[src/design/aafu_pkg.sv]
// package for the accumulator alu and flag unit
// command codes, architectural state type and status packing; no dependencies
package aafu_pkg;

    localparam int CMD_W    = 6;
    localparam int BYTE_W   = 8;
    localparam int S_DATA_W = 16;
    localparam int M_DATA_W = 48;

    localparam logic [BYTE_W-1:0] SIGN_MASK = 8'h80;
    localparam logic [BYTE_W-1:0] OVF_MASK  = 8'h40;
    localparam logic [BYTE_W-1:0] LSB_MASK  = 8'h01;

    typedef enum logic [CMD_W-1:0] {
        CMD_ORA = 6'd0,
        CMD_AND = 6'd1,
        CMD_EOR = 6'd2,
        CMD_ADC = 6'd3,
        CMD_SBC = 6'd4,
        CMD_CMP = 6'd5,
        CMD_CPX = 6'd6,
        CMD_CPY = 6'd7,
        CMD_BIT = 6'd8,
        CMD_LDA = 6'd9,
        CMD_LDX = 6'd10,
        CMD_LDY = 6'd11,
        CMD_STA = 6'd12,
        CMD_STX = 6'd13,
        CMD_STY = 6'd14,
        CMD_ASL = 6'd15,
        CMD_LSR = 6'd16,
        CMD_ROL = 6'd17,
        CMD_ROR = 6'd18,
        CMD_INC = 6'd19,
        CMD_DEC = 6'd20,
        CMD_TAX = 6'd21,
        CMD_TAY = 6'd22,
        CMD_TXA = 6'd23,
        CMD_TYA = 6'd24,
        CMD_INX = 6'd25,
        CMD_DEX = 6'd26,
        CMD_INY = 6'd27,
        CMD_DEY = 6'd28,
        CMD_CLC = 6'd29,
        CMD_SEC = 6'd30,
        CMD_CLV = 6'd31,
        CMD_CLD = 6'd32,
        CMD_SED = 6'd33,
        CMD_CLI = 6'd34,
        CMD_SEI = 6'd35,
        CMD_NOP = 6'd36
    } cmd_t;

    typedef struct packed {
        logic [BYTE_W-1:0] acc;
        logic [BYTE_W-1:0] x;
        logic [BYTE_W-1:0] y;
        logic              n;
        logic              v;
        logic              d;
        logic              i;
        logic              z;
        logic              c;
    } arch_t;

    typedef struct packed {
        logic [BYTE_W-1:0] write_data;
        logic              write_valid;
    } mem_wr_t;

    function automatic logic [BYTE_W-1:0] pack_status(input arch_t st);
        return {st.n, st.v, 2'b00, st.d, st.i, st.z, st.c};
    endfunction

endpackage

[src/design/aafu_alu.sv]
// combinational execute logic: one command against the current architectural state
// gives the next state and the memory write; depends on aafu_pkg
module aafu_alu (
    input  logic [aafu_pkg::CMD_W-1:0]  command,
    input  logic [aafu_pkg::BYTE_W-1:0] operand,
    input  logic                        on_accumulator,
    input  aafu_pkg::arch_t             cur,
    output aafu_pkg::arch_t             nxt,
    output aafu_pkg::mem_wr_t           wr
);
    import aafu_pkg::*;

    cmd_t              cmd;
    logic [BYTE_W-1:0] add_rhs;
    logic [BYTE_W:0]   add_sum;
    logic [BYTE_W-1:0] add_res;
    logic [BYTE_W-1:0] cmp_lhs;
    logic [BYTE_W:0]   cmp_diff;
    logic [BYTE_W-1:0] sh_src;
    logic [BYTE_W-1:0] sh_res;
    logic              sh_carry;
    logic [BYTE_W-1:0] nz_val;
    logic              nz_upd;

    assign cmd      = cmd_t'(command);
    assign add_rhs  = (cmd == CMD_SBC) ? ~operand : operand;
    assign add_sum  = {1'b0, cur.acc} + {1'b0, add_rhs} + {{BYTE_W{1'b0}}, cur.c};
    assign add_res  = add_sum[BYTE_W-1:0];
    assign cmp_lhs  = (cmd == CMD_CPX) ? cur.x : ((cmd == CMD_CPY) ? cur.y : cur.acc);
    assign cmp_diff = {1'b0, cmp_lhs} - {1'b0, operand};
    assign sh_src   = on_accumulator ? cur.acc : operand;

    always_comb
    begin
        case (cmd)
            CMD_ASL:
            begin
                sh_res   = {sh_src[BYTE_W-2:0], 1'b0};
                sh_carry = |(sh_src & SIGN_MASK);
            end
            CMD_ROL:
            begin
                sh_res   = {sh_src[BYTE_W-2:0], cur.c};
                sh_carry = |(sh_src & SIGN_MASK);
            end
            CMD_LSR:
            begin
                sh_res   = {1'b0, sh_src[BYTE_W-1:1]};
                sh_carry = |(sh_src & LSB_MASK);
            end
            default:
            begin
                sh_res   = {cur.c, sh_src[BYTE_W-1:1]};
                sh_carry = |(sh_src & LSB_MASK);
            end
        endcase
    end

    always_comb
    begin
        nxt            = cur;
        wr.write_data  = '0;
        wr.write_valid = 1'b0;
        nz_val         = '0;
        nz_upd         = 1'b0;
        case (cmd)
            CMD_ORA:
            begin
                nxt.acc = cur.acc | operand;
                nz_val  = nxt.acc;
                nz_upd  = 1'b1;
            end
            CMD_AND:
            begin
                nxt.acc = cur.acc & operand;
                nz_val  = nxt.acc;
                nz_upd  = 1'b1;
            end
            CMD_EOR:
            begin
                nxt.acc = cur.acc ^ operand;
                nz_val  = nxt.acc;
                nz_upd  = 1'b1;
            end
            CMD_ADC, CMD_SBC:
            begin
                nxt.acc = add_res;
                nxt.c   = add_sum[BYTE_W];
                nxt.v   = |(((cur.acc ^ add_res) & (add_rhs ^ add_res)) & SIGN_MASK);
                nz_val  = add_res;
                nz_upd  = 1'b1;
            end
            CMD_CMP, CMD_CPX, CMD_CPY:
            begin
                nxt.c  = ~cmp_diff[BYTE_W];
                nz_val = cmp_diff[BYTE_W-1:0];
                nz_upd = 1'b1;
            end
            CMD_BIT:
            begin
                nxt.z = ((cur.acc & operand) == '0);
                nxt.n = |(operand & SIGN_MASK);
                nxt.v = |(operand & OVF_MASK);
            end
            CMD_LDA:
            begin
                nxt.acc = operand;
                nz_val  = operand;
                nz_upd  = 1'b1;
            end
            CMD_LDX:
            begin
                nxt.x  = operand;
                nz_val = operand;
                nz_upd = 1'b1;
            end
            CMD_LDY:
            begin
                nxt.y  = operand;
                nz_val = operand;
                nz_upd = 1'b1;
            end
            CMD_STA:
            begin
                wr.write_data  = cur.acc;
                wr.write_valid = 1'b1;
            end
            CMD_STX:
            begin
                wr.write_data  = cur.x;
                wr.write_valid = 1'b1;
            end
            CMD_STY:
            begin
                wr.write_data  = cur.y;
                wr.write_valid = 1'b1;
            end
            CMD_ASL, CMD_LSR, CMD_ROL, CMD_ROR:
            begin
                nxt.c  = sh_carry;
                nz_val = sh_res;
                nz_upd = 1'b1;
                if (on_accumulator)
                begin
                    nxt.acc = sh_res;
                end
                else
                begin
                    wr.write_data  = sh_res;
                    wr.write_valid = 1'b1;
                end
            end
            CMD_INC:
            begin
                nz_val         = operand + 8'd1;
                nz_upd         = 1'b1;
                wr.write_data  = nz_val;
                wr.write_valid = 1'b1;
            end
            CMD_DEC:
            begin
                nz_val         = operand - 8'd1;
                nz_upd         = 1'b1;
                wr.write_data  = nz_val;
                wr.write_valid = 1'b1;
            end
            CMD_TAX:
            begin
                nxt.x  = cur.acc;
                nz_val = cur.acc;
                nz_upd = 1'b1;
            end
            CMD_TAY:
            begin
                nxt.y  = cur.acc;
                nz_val = cur.acc;
                nz_upd = 1'b1;
            end
            CMD_TXA:
            begin
                nxt.acc = cur.x;
                nz_val  = cur.x;
                nz_upd  = 1'b1;
            end
            CMD_TYA:
            begin
                nxt.acc = cur.y;
                nz_val  = cur.y;
                nz_upd  = 1'b1;
            end
            CMD_INX:
            begin
                nxt.x  = cur.x + 8'd1;
                nz_val = nxt.x;
                nz_upd = 1'b1;
            end
            CMD_DEX:
            begin
                nxt.x  = cur.x - 8'd1;
                nz_val = nxt.x;
                nz_upd = 1'b1;
            end
            CMD_INY:
            begin
                nxt.y  = cur.y + 8'd1;
                nz_val = nxt.y;
                nz_upd = 1'b1;
            end
            CMD_DEY:
            begin
                nxt.y  = cur.y - 8'd1;
                nz_val = nxt.y;
                nz_upd = 1'b1;
            end
            CMD_CLC: nxt.c = 1'b0;
            CMD_SEC: nxt.c = 1'b1;
            CMD_CLV: nxt.v = 1'b0;
            CMD_CLD: nxt.d = 1'b0;
            CMD_SED: nxt.d = 1'b1;
            CMD_CLI: nxt.i = 1'b0;
            CMD_SEI: nxt.i = 1'b1;
            default: ;
        endcase
        if (nz_upd)
        begin
            nxt.n = |(nz_val & SIGN_MASK);
            nxt.z = (nz_val == '0);
        end
    end

endmodule

[src/design/accumulator_alu_flag_unit.sv]
// Executes one pre-decoded 8-bit instruction per word against internal A, X, Y and
// flags. A word is held in the input register and is executed while it moves to the
// result register. A new word is taken every cycle unless a word waits in the input
// register while the result register is full and m_tready is low; the alu path and the
// state update are combinational. ADC and SBC are binary whatever the D flag holds.
// Depends on aafu_pkg and aafu_alu.
module accumulator_alu_flag_unit (
    input  logic                          clk,
    input  logic                          rst_n,
    input  logic                          s_tvalid,
    output logic                          s_tready,
    // command[5:0], operand[13:6], zero fill
    input  logic [aafu_pkg::S_DATA_W-1:0] s_tdata,
    // on_accumulator
    input  logic                          s_tuser,
    output logic                          m_tvalid,
    input  logic                          m_tready,
    // write_data[7:0], write_valid[8], acc_out[16:9], x_out[24:17], y_out[32:25],
    // status_out[40:33], zero fill
    output logic [aafu_pkg::M_DATA_W-1:0] m_tdata
);
    import aafu_pkg::*;

    logic              in_valid_reg;
    logic [CMD_W-1:0]  in_cmd_reg;
    logic [BYTE_W-1:0] in_operand_reg;
    logic              in_on_acc_reg;
    logic              out_valid_reg;
    logic [M_DATA_W-1:0] out_data_reg;
    logic [M_DATA_W-1:0] out_data_next;
    arch_t             state_reg;
    arch_t             state_next;
    mem_wr_t           wr;
    logic              advance;
    logic              s_fire;

    assign advance  = in_valid_reg && (!out_valid_reg || m_tready);
    assign s_tready = !in_valid_reg || advance;
    assign s_fire   = s_tvalid && s_tready;
    assign m_tvalid = out_valid_reg;
    assign m_tdata  = out_data_reg;

    aafu_alu u_alu (
        .command        (in_cmd_reg),
        .operand        (in_operand_reg),
        .on_accumulator (in_on_acc_reg),
        .cur            (state_reg),
        .nxt            (state_next),
        .wr             (wr)
    );

    assign out_data_next = {{(M_DATA_W - 5*BYTE_W - 1){1'b0}}, pack_status(state_next),
                            state_next.y, state_next.x, state_next.acc,
                            wr.write_valid, wr.write_data};

    always_ff @(posedge clk or negedge rst_n)
    begin
        if (!rst_n)
        begin
            in_valid_reg  <= 1'b0;
            out_valid_reg <= 1'b0;
            state_reg     <= '0;
        end
        else
        begin
            if (s_fire)
            begin
                in_valid_reg <= 1'b1;
            end
            else if (advance)
            begin
                in_valid_reg <= 1'b0;
            end
            if (advance)
            begin
                out_valid_reg <= 1'b1;
                state_reg     <= state_next;
            end
            else if (m_tready)
            begin
                out_valid_reg <= 1'b0;
            end
        end
    end

    always_ff @(posedge clk)
    begin
        if (s_fire)
        begin
            in_cmd_reg     <= s_tdata[CMD_W-1:0];
            in_operand_reg <= s_tdata[CMD_W+BYTE_W-1:CMD_W];
            in_on_acc_reg  <= s_tuser;
        end
        if (advance)
        begin
            out_data_reg <= out_data_next;
        end
    end

    // status bits 5 and 4 never set
    assert property (@(posedge clk) disable iff (!rst_n)
        m_tvalid |-> (m_tdata[38:37] == 2'b00))
        else $error("reserved status bits set");

    // no write means zero write data
    assert property (@(posedge clk) disable iff (!rst_n)
        (m_tvalid && !m_tdata[8]) |-> (m_tdata[7:0] == '0))
        else $error("write data without write valid");

    // empty result register never blocks the input side
    assert property (@(posedge clk) disable iff (!rst_n)
        !out_valid_reg |-> s_tready)
        else $error("input stalled with empty result register");

    // clear carry reaches the kept state
    assert property (@(posedge clk) disable iff (!rst_n)
        (advance && (in_cmd_reg == CMD_CLC)) |=> !state_reg.c)
        else $error("carry not cleared");

    // state only moves when a word advances
    assert property (@(posedge clk) disable iff (!rst_n)
        !$past(advance) |-> $stable(state_reg))
        else $error("state changed without a word");

endmodule

[config.mk]
export PLATFORM = sky130hd
export DESIGN_NAME = accumulator_alu_flag_unit
export DESIGN_NICKNAME = d
export VERILOG_FILES = /design/src/design/aafu_pkg.sv /design/src/design/aafu_alu.sv /design/src/design/accumulator_alu_flag_unit.sv
export SDC_FILE = /design/constraint.sdc
export NUM_CORES = 1
export LEC_CHECK = 0
export BUFFER_PORTS_ARGS = -buffer_cell sky130_fd_sc_hd__buf_2
export CAP_MARGIN = 15
export CORE_AREA = 3 3 115 117
export DETAILED_ROUTE_END_ITERATION = 10
export DIE_AREA = 0 0 118 120
export PLACE_DENSITY = 0.76
export RECOVER_POWER = 25
export REMOVE_ABC_BUFFERS = 1
export SLEW_MARGIN = 0
export SYNTH_ARGS = -nofsm -noshare
export SYNTH_HDL_FRONTEND = slang
export SYNTH_SLANG_ARGS = --single-unit
[constraint.sdc]
create_clock -name clk -period 7.64 [get_ports clk]
set_clock_uncertainty 0.15 [all_clocks]
set_input_delay 1.528 -clock clk [delete_from_list [all_inputs] [get_ports clk]]
set_output_delay 1.528 -clock clk [all_outputs]
set_load 0.02 [all_outputs]
==> results.md <==
- The run finished, with violations left.
- The final reports fail on max-capacitance violations, max-slew violations.
- The placed standard-cell area is roughly 0.0076 mm².
- The post-synthesis cell count is about 800.
- The total negative slack for setup checks is 0 ns.
- Clock tree synthesis selected as its root buffer the cell clkbuf_16.
- The endpoint with the worst hold slack is state_reg[2].
- The height of the die is roughly 120 µm.
- The largest incremental delay on the critical path is 0.90 ns.
- The number of H-tree levels is 3.
- The top-level I/O count is around 70.
- The number of global-route vias before repair is 6722.
- Clock-pin slew was measured on the worst setup and hold paths at about 0.07 ns.
- The most numerous cell type found on the critical path is o21ai_0.
- The maximum fanout count along the critical path is 24.
- Derived from the worst setup path, the maximum achievable clock frequency is around 170 MHz.
- The most common library cell in the layout ignoring fill and taps is nand2_1.
- In this run the cell area of the synthesized design comes to 0.007282 mm².
- The post-detailed-route count of antenna-violating nets is 0.
- The synthesized design contains 54 enable-type register cells.
- The longest clock path from root to sink contains 2 buffers.
- The clock network is responsible for between 20% and 30% of the overall power.
- The number of hold buffers added after cts is 0.
- The detailed router finished its first iteration with a little over 900 violations.
- The type of element launching the critical path is a register.
- At the end of the flow, the number of nets in the layout was 898.
- The number of hold-slack violations in the final timing report is 0.
- The number of diodes is 0.
- The number of antenna violations at the first check in global routing came to 0.
- The worst setup slack for register-to-register paths is approximately 1.9 ns.
- The sequential power share is between 30% and 40%.
- The synthesis warning total is 0.
- Combinational logic burns 41.9% of the power.
- The count of state elements after synthesis is 86.
- The effective utilization at floorplan is between 50% and 60%.
- Entering global routing, the biggest net connects 70 pins.
- The time the final worst path needs with I/O delays and setup is ~5.7 ns.
- The total overflow left after global routing is 0.
- The number of search-and-repair iterations in the first detailed-routing pass is 6.
- The number of clock buffers added by TritonCTS is 9.
- The average via count per standard cell is between 7 and 8.
- The worst register-to-register path begins at in_cmd_reg[2].
- The pin slew with the least headroom to its limit is around 1.9 ns.
- The mean routed wirelength per cell is 25.54 µm.
- IR analysis of the VDD net gives a maximum drop of roughly 0.00019 V.
- The leakage power is slightly above 3 nW.
- TritonCTS built the clock tree.
- Global routing used a little over a third of the available tracks across all layers.
- The sequential-to-total area share from yosys stat is between 30 and 40%.
- Counting flops with an async set or reset pin after synthesis yields a share of between 30% and 40%.
- For this design, the sink count on the clock tree is 86.
- The total of endpoints with negative setup slack in the final report is 0.
- Of the cells placed in the final design, the portion with a size suffix greater than 1 is about 15%.
- The internal power contribution is between 1 and 1.5 mW.
- The total placed cells including tap cells is slightly below 1000.
- The remaining design rule violation count is 0.
- Once the clock tree was built, the setup fixing pass inserted 0 buffers.
- The number of max-slew violations in the final report is 33.
- The count of maximum capacitance violations is 1.
- In this run the power density over the cells is between 200 and 300 mW/mm².
- The critical hold path startpoint is state_reg[2].
- The synthesized area per cell is 8.891 µm².
- The number of flip-flops under the largest register name is 39.
- The data required time of the critical path is approximately 7.8 ns.
- After routing the design area is 0.007891 mm².
- The area of the core region is between 0.01 and 0.015 mm².
- In this run the critical register-to-register path is captured at state_reg[1].
- The worst-case reg-to-reg path depth is 15.
- The detailed-route via count is just over 7000.
- Walking the worst path, the cells encountered are nand2b_1 > nor3_1 > nand2_1 > nor2_1 > a21oi_1 > o21ai_0 > ha_1 > nor2b_1 > o21a_1 > o21ai_0 > nor4b_1 > o311ai_0 > a2111oi_0 > nand3_1 > o31ai_2.
- The number of gates given a new drive strength after cts is 0.
- Compared with the post-synthesis result, the final layout area differs by 8.368%.
- The final routed wirelength across all metal layers is between 20000 and 30000 µm.
- For this run, the leading register cell type out of synthesis is edfxtp_1.
- The clock latency at the later pin of the worst-skew pair is approximately 0.36 ns.
- The die covers roughly 0.014 mm².
- In this run the horizontal extent of the chip is around 120 µm.
- Headroom to the max-slew limit came out at -29.34%.
- The type of the tightest min-delay check is register to register.
- The first global-routing pass estimated 39320 µm of wire.
- Leaving out fill and tap cells, the most frequent cells in the layout are nand2_1, nor2_1, buf_2.
- The type of the worst setup path is register to register.
- Setup repair after global routing left no endpoint under its margin.
- For this design, the slowest cell found on the critical path is a2111oi_0.
- The post-route non-filler standard cell count is 1013.
- STA classifies the critical path endpoint as a register.
- The number of distinct library cell variants in the gate-level netlist after synthesis is 83.
- The switching power of the nets is 0.9861 mW.
- The number of buffer cells added on primary ports is 59.
- The final clock period utilization by the worst path is between 70% and 80%.
- After floorplanning, the core was divided into 41 placement rows.
- The global placer's final weighted congestion is 1.061.
- At the worst endpoint, the arrival time is 5.87 ns.
- The net switching share of the total power is approximately 44%.
- The worst hold path was traced through 2 stages.
- The HPWL after detailed placement is ~19000 µm.
==> how the worst max path moves through the flow <==
stage	from	to	cells after the start
after detailed placement	in_cmd_reg[2]	m_tdata[40]	15
after floorplan	in_cmd_reg[0]	state_reg[1]	12
after global routing	in_cmd_reg[2]	state_reg[1]	15
final	in_cmd_reg[2]	state_reg[1]	15
after global placement	in_cmd_reg[2]	m_tdata[40]	15
after CTS	in_cmd_reg[2]	m_tdata[40]	15
==> critical path, delay by kind of cell, from the launching register on <==
family	cells	cell delay, ns
AND/OR/NAND/NOR	7	2.10
AO/OA/AOI/OAI	7	2.25
flip-flops	1	0.83
adder cells (fa/ha/maj)	1	0.31
==> power groups by stage <==
stage                     combinational [mW]  clock, mW  sequential (mW)
after detailed placement               0.908          0            0.838
after global routing                    1.01      0.474            0.850
after floorplan                        0.587          0            0.808
after global placement                 0.878          0            0.832
final                                  0.938      0.457            0.844
after CTS                              0.915      0.459            0.829
==> metrics by stage <==
step | hold slack [ns] | util [%] | power [mW] | setup WS, ns
after floorplan | 0.2901 | - | 1.395 | 2.619
final | 0.3237 | 63.30 | 2.238 | 1.894
after detailed placement | 0.3180 | 60.74 | 1.746 | 1.960
after CTS | 0.3332 | 63.17 | 2.203 | 1.951
after global routing | 0.3714 | 63.30 | 2.339 | 1.541
after global placement | 0.3033 | 60.74 | 1.709 | 2.119
==> area by class of cell <==
class | count | area, µm²
multi-input combinational | 635 | 4425
inverter | 29 | 108.9
timing repair buffer | 75 | 416.7
tap | 172 | 215.2
fill | 1081 | 4574
clock buffer | 9 | 225.2
sequential | 86 | 2422
clock inverter | 7 | 77.57
==> logic make-up after synthesis <==
group	share of synthesized area, %
AOI/OAI and AO/OA	22.89
xor gates and xnor gates	2.526
adders and majority gates	7.354
buffers and inverters	6.495
DFF	33.26
muxes	6.443
other	0.05150
and+or+nand+nor	20.98
==> metal layers <==
layer  wire length, µm  track usage (%)
met2             11760            56.31
met1              9877            48.15
met4              1520            21.98
met5                 0                0
met3              2716            6.975
==> cells in the mapped netlist, types with 7 or more instances <==
library cell	count	area, µm²
a31oi_1	10	62.56
dfrtp_1	32	800.8
nand4_1	10	62.56
a221oi_1	7	61.31
nor3_1	13	65.06
edfxtp_1	54	1622
o21a_1	9	67.56
nand3_1	24	120.1
a22oi_1	22	165.2
nand2b_1	14	87.58
xnor2_1	16	140.1
nand2_1	87	326.6
a21oi_1	27	135.1
nor3b_1	8	60.06
o22ai_1	7	43.79
mux2_2	11	123.9
clkbuf_1	50	187.7
buf_4	11	82.58
a211oi_1	7	52.55
nor2b_1	15	93.84
o221ai_1	15	131.4
mux2i_1	21	210.2
o211ai_1	8	60.06
a221o_1	18	180.2
ha_1	38	475.5
nor2_1	69	259.0
inv_1	28	105.1
o21ai_0	40	200.2
buf_2	9	45.04
or3_1	7	43.79
nor4_1	8	50.05
(Power assumes the default switching activity.)
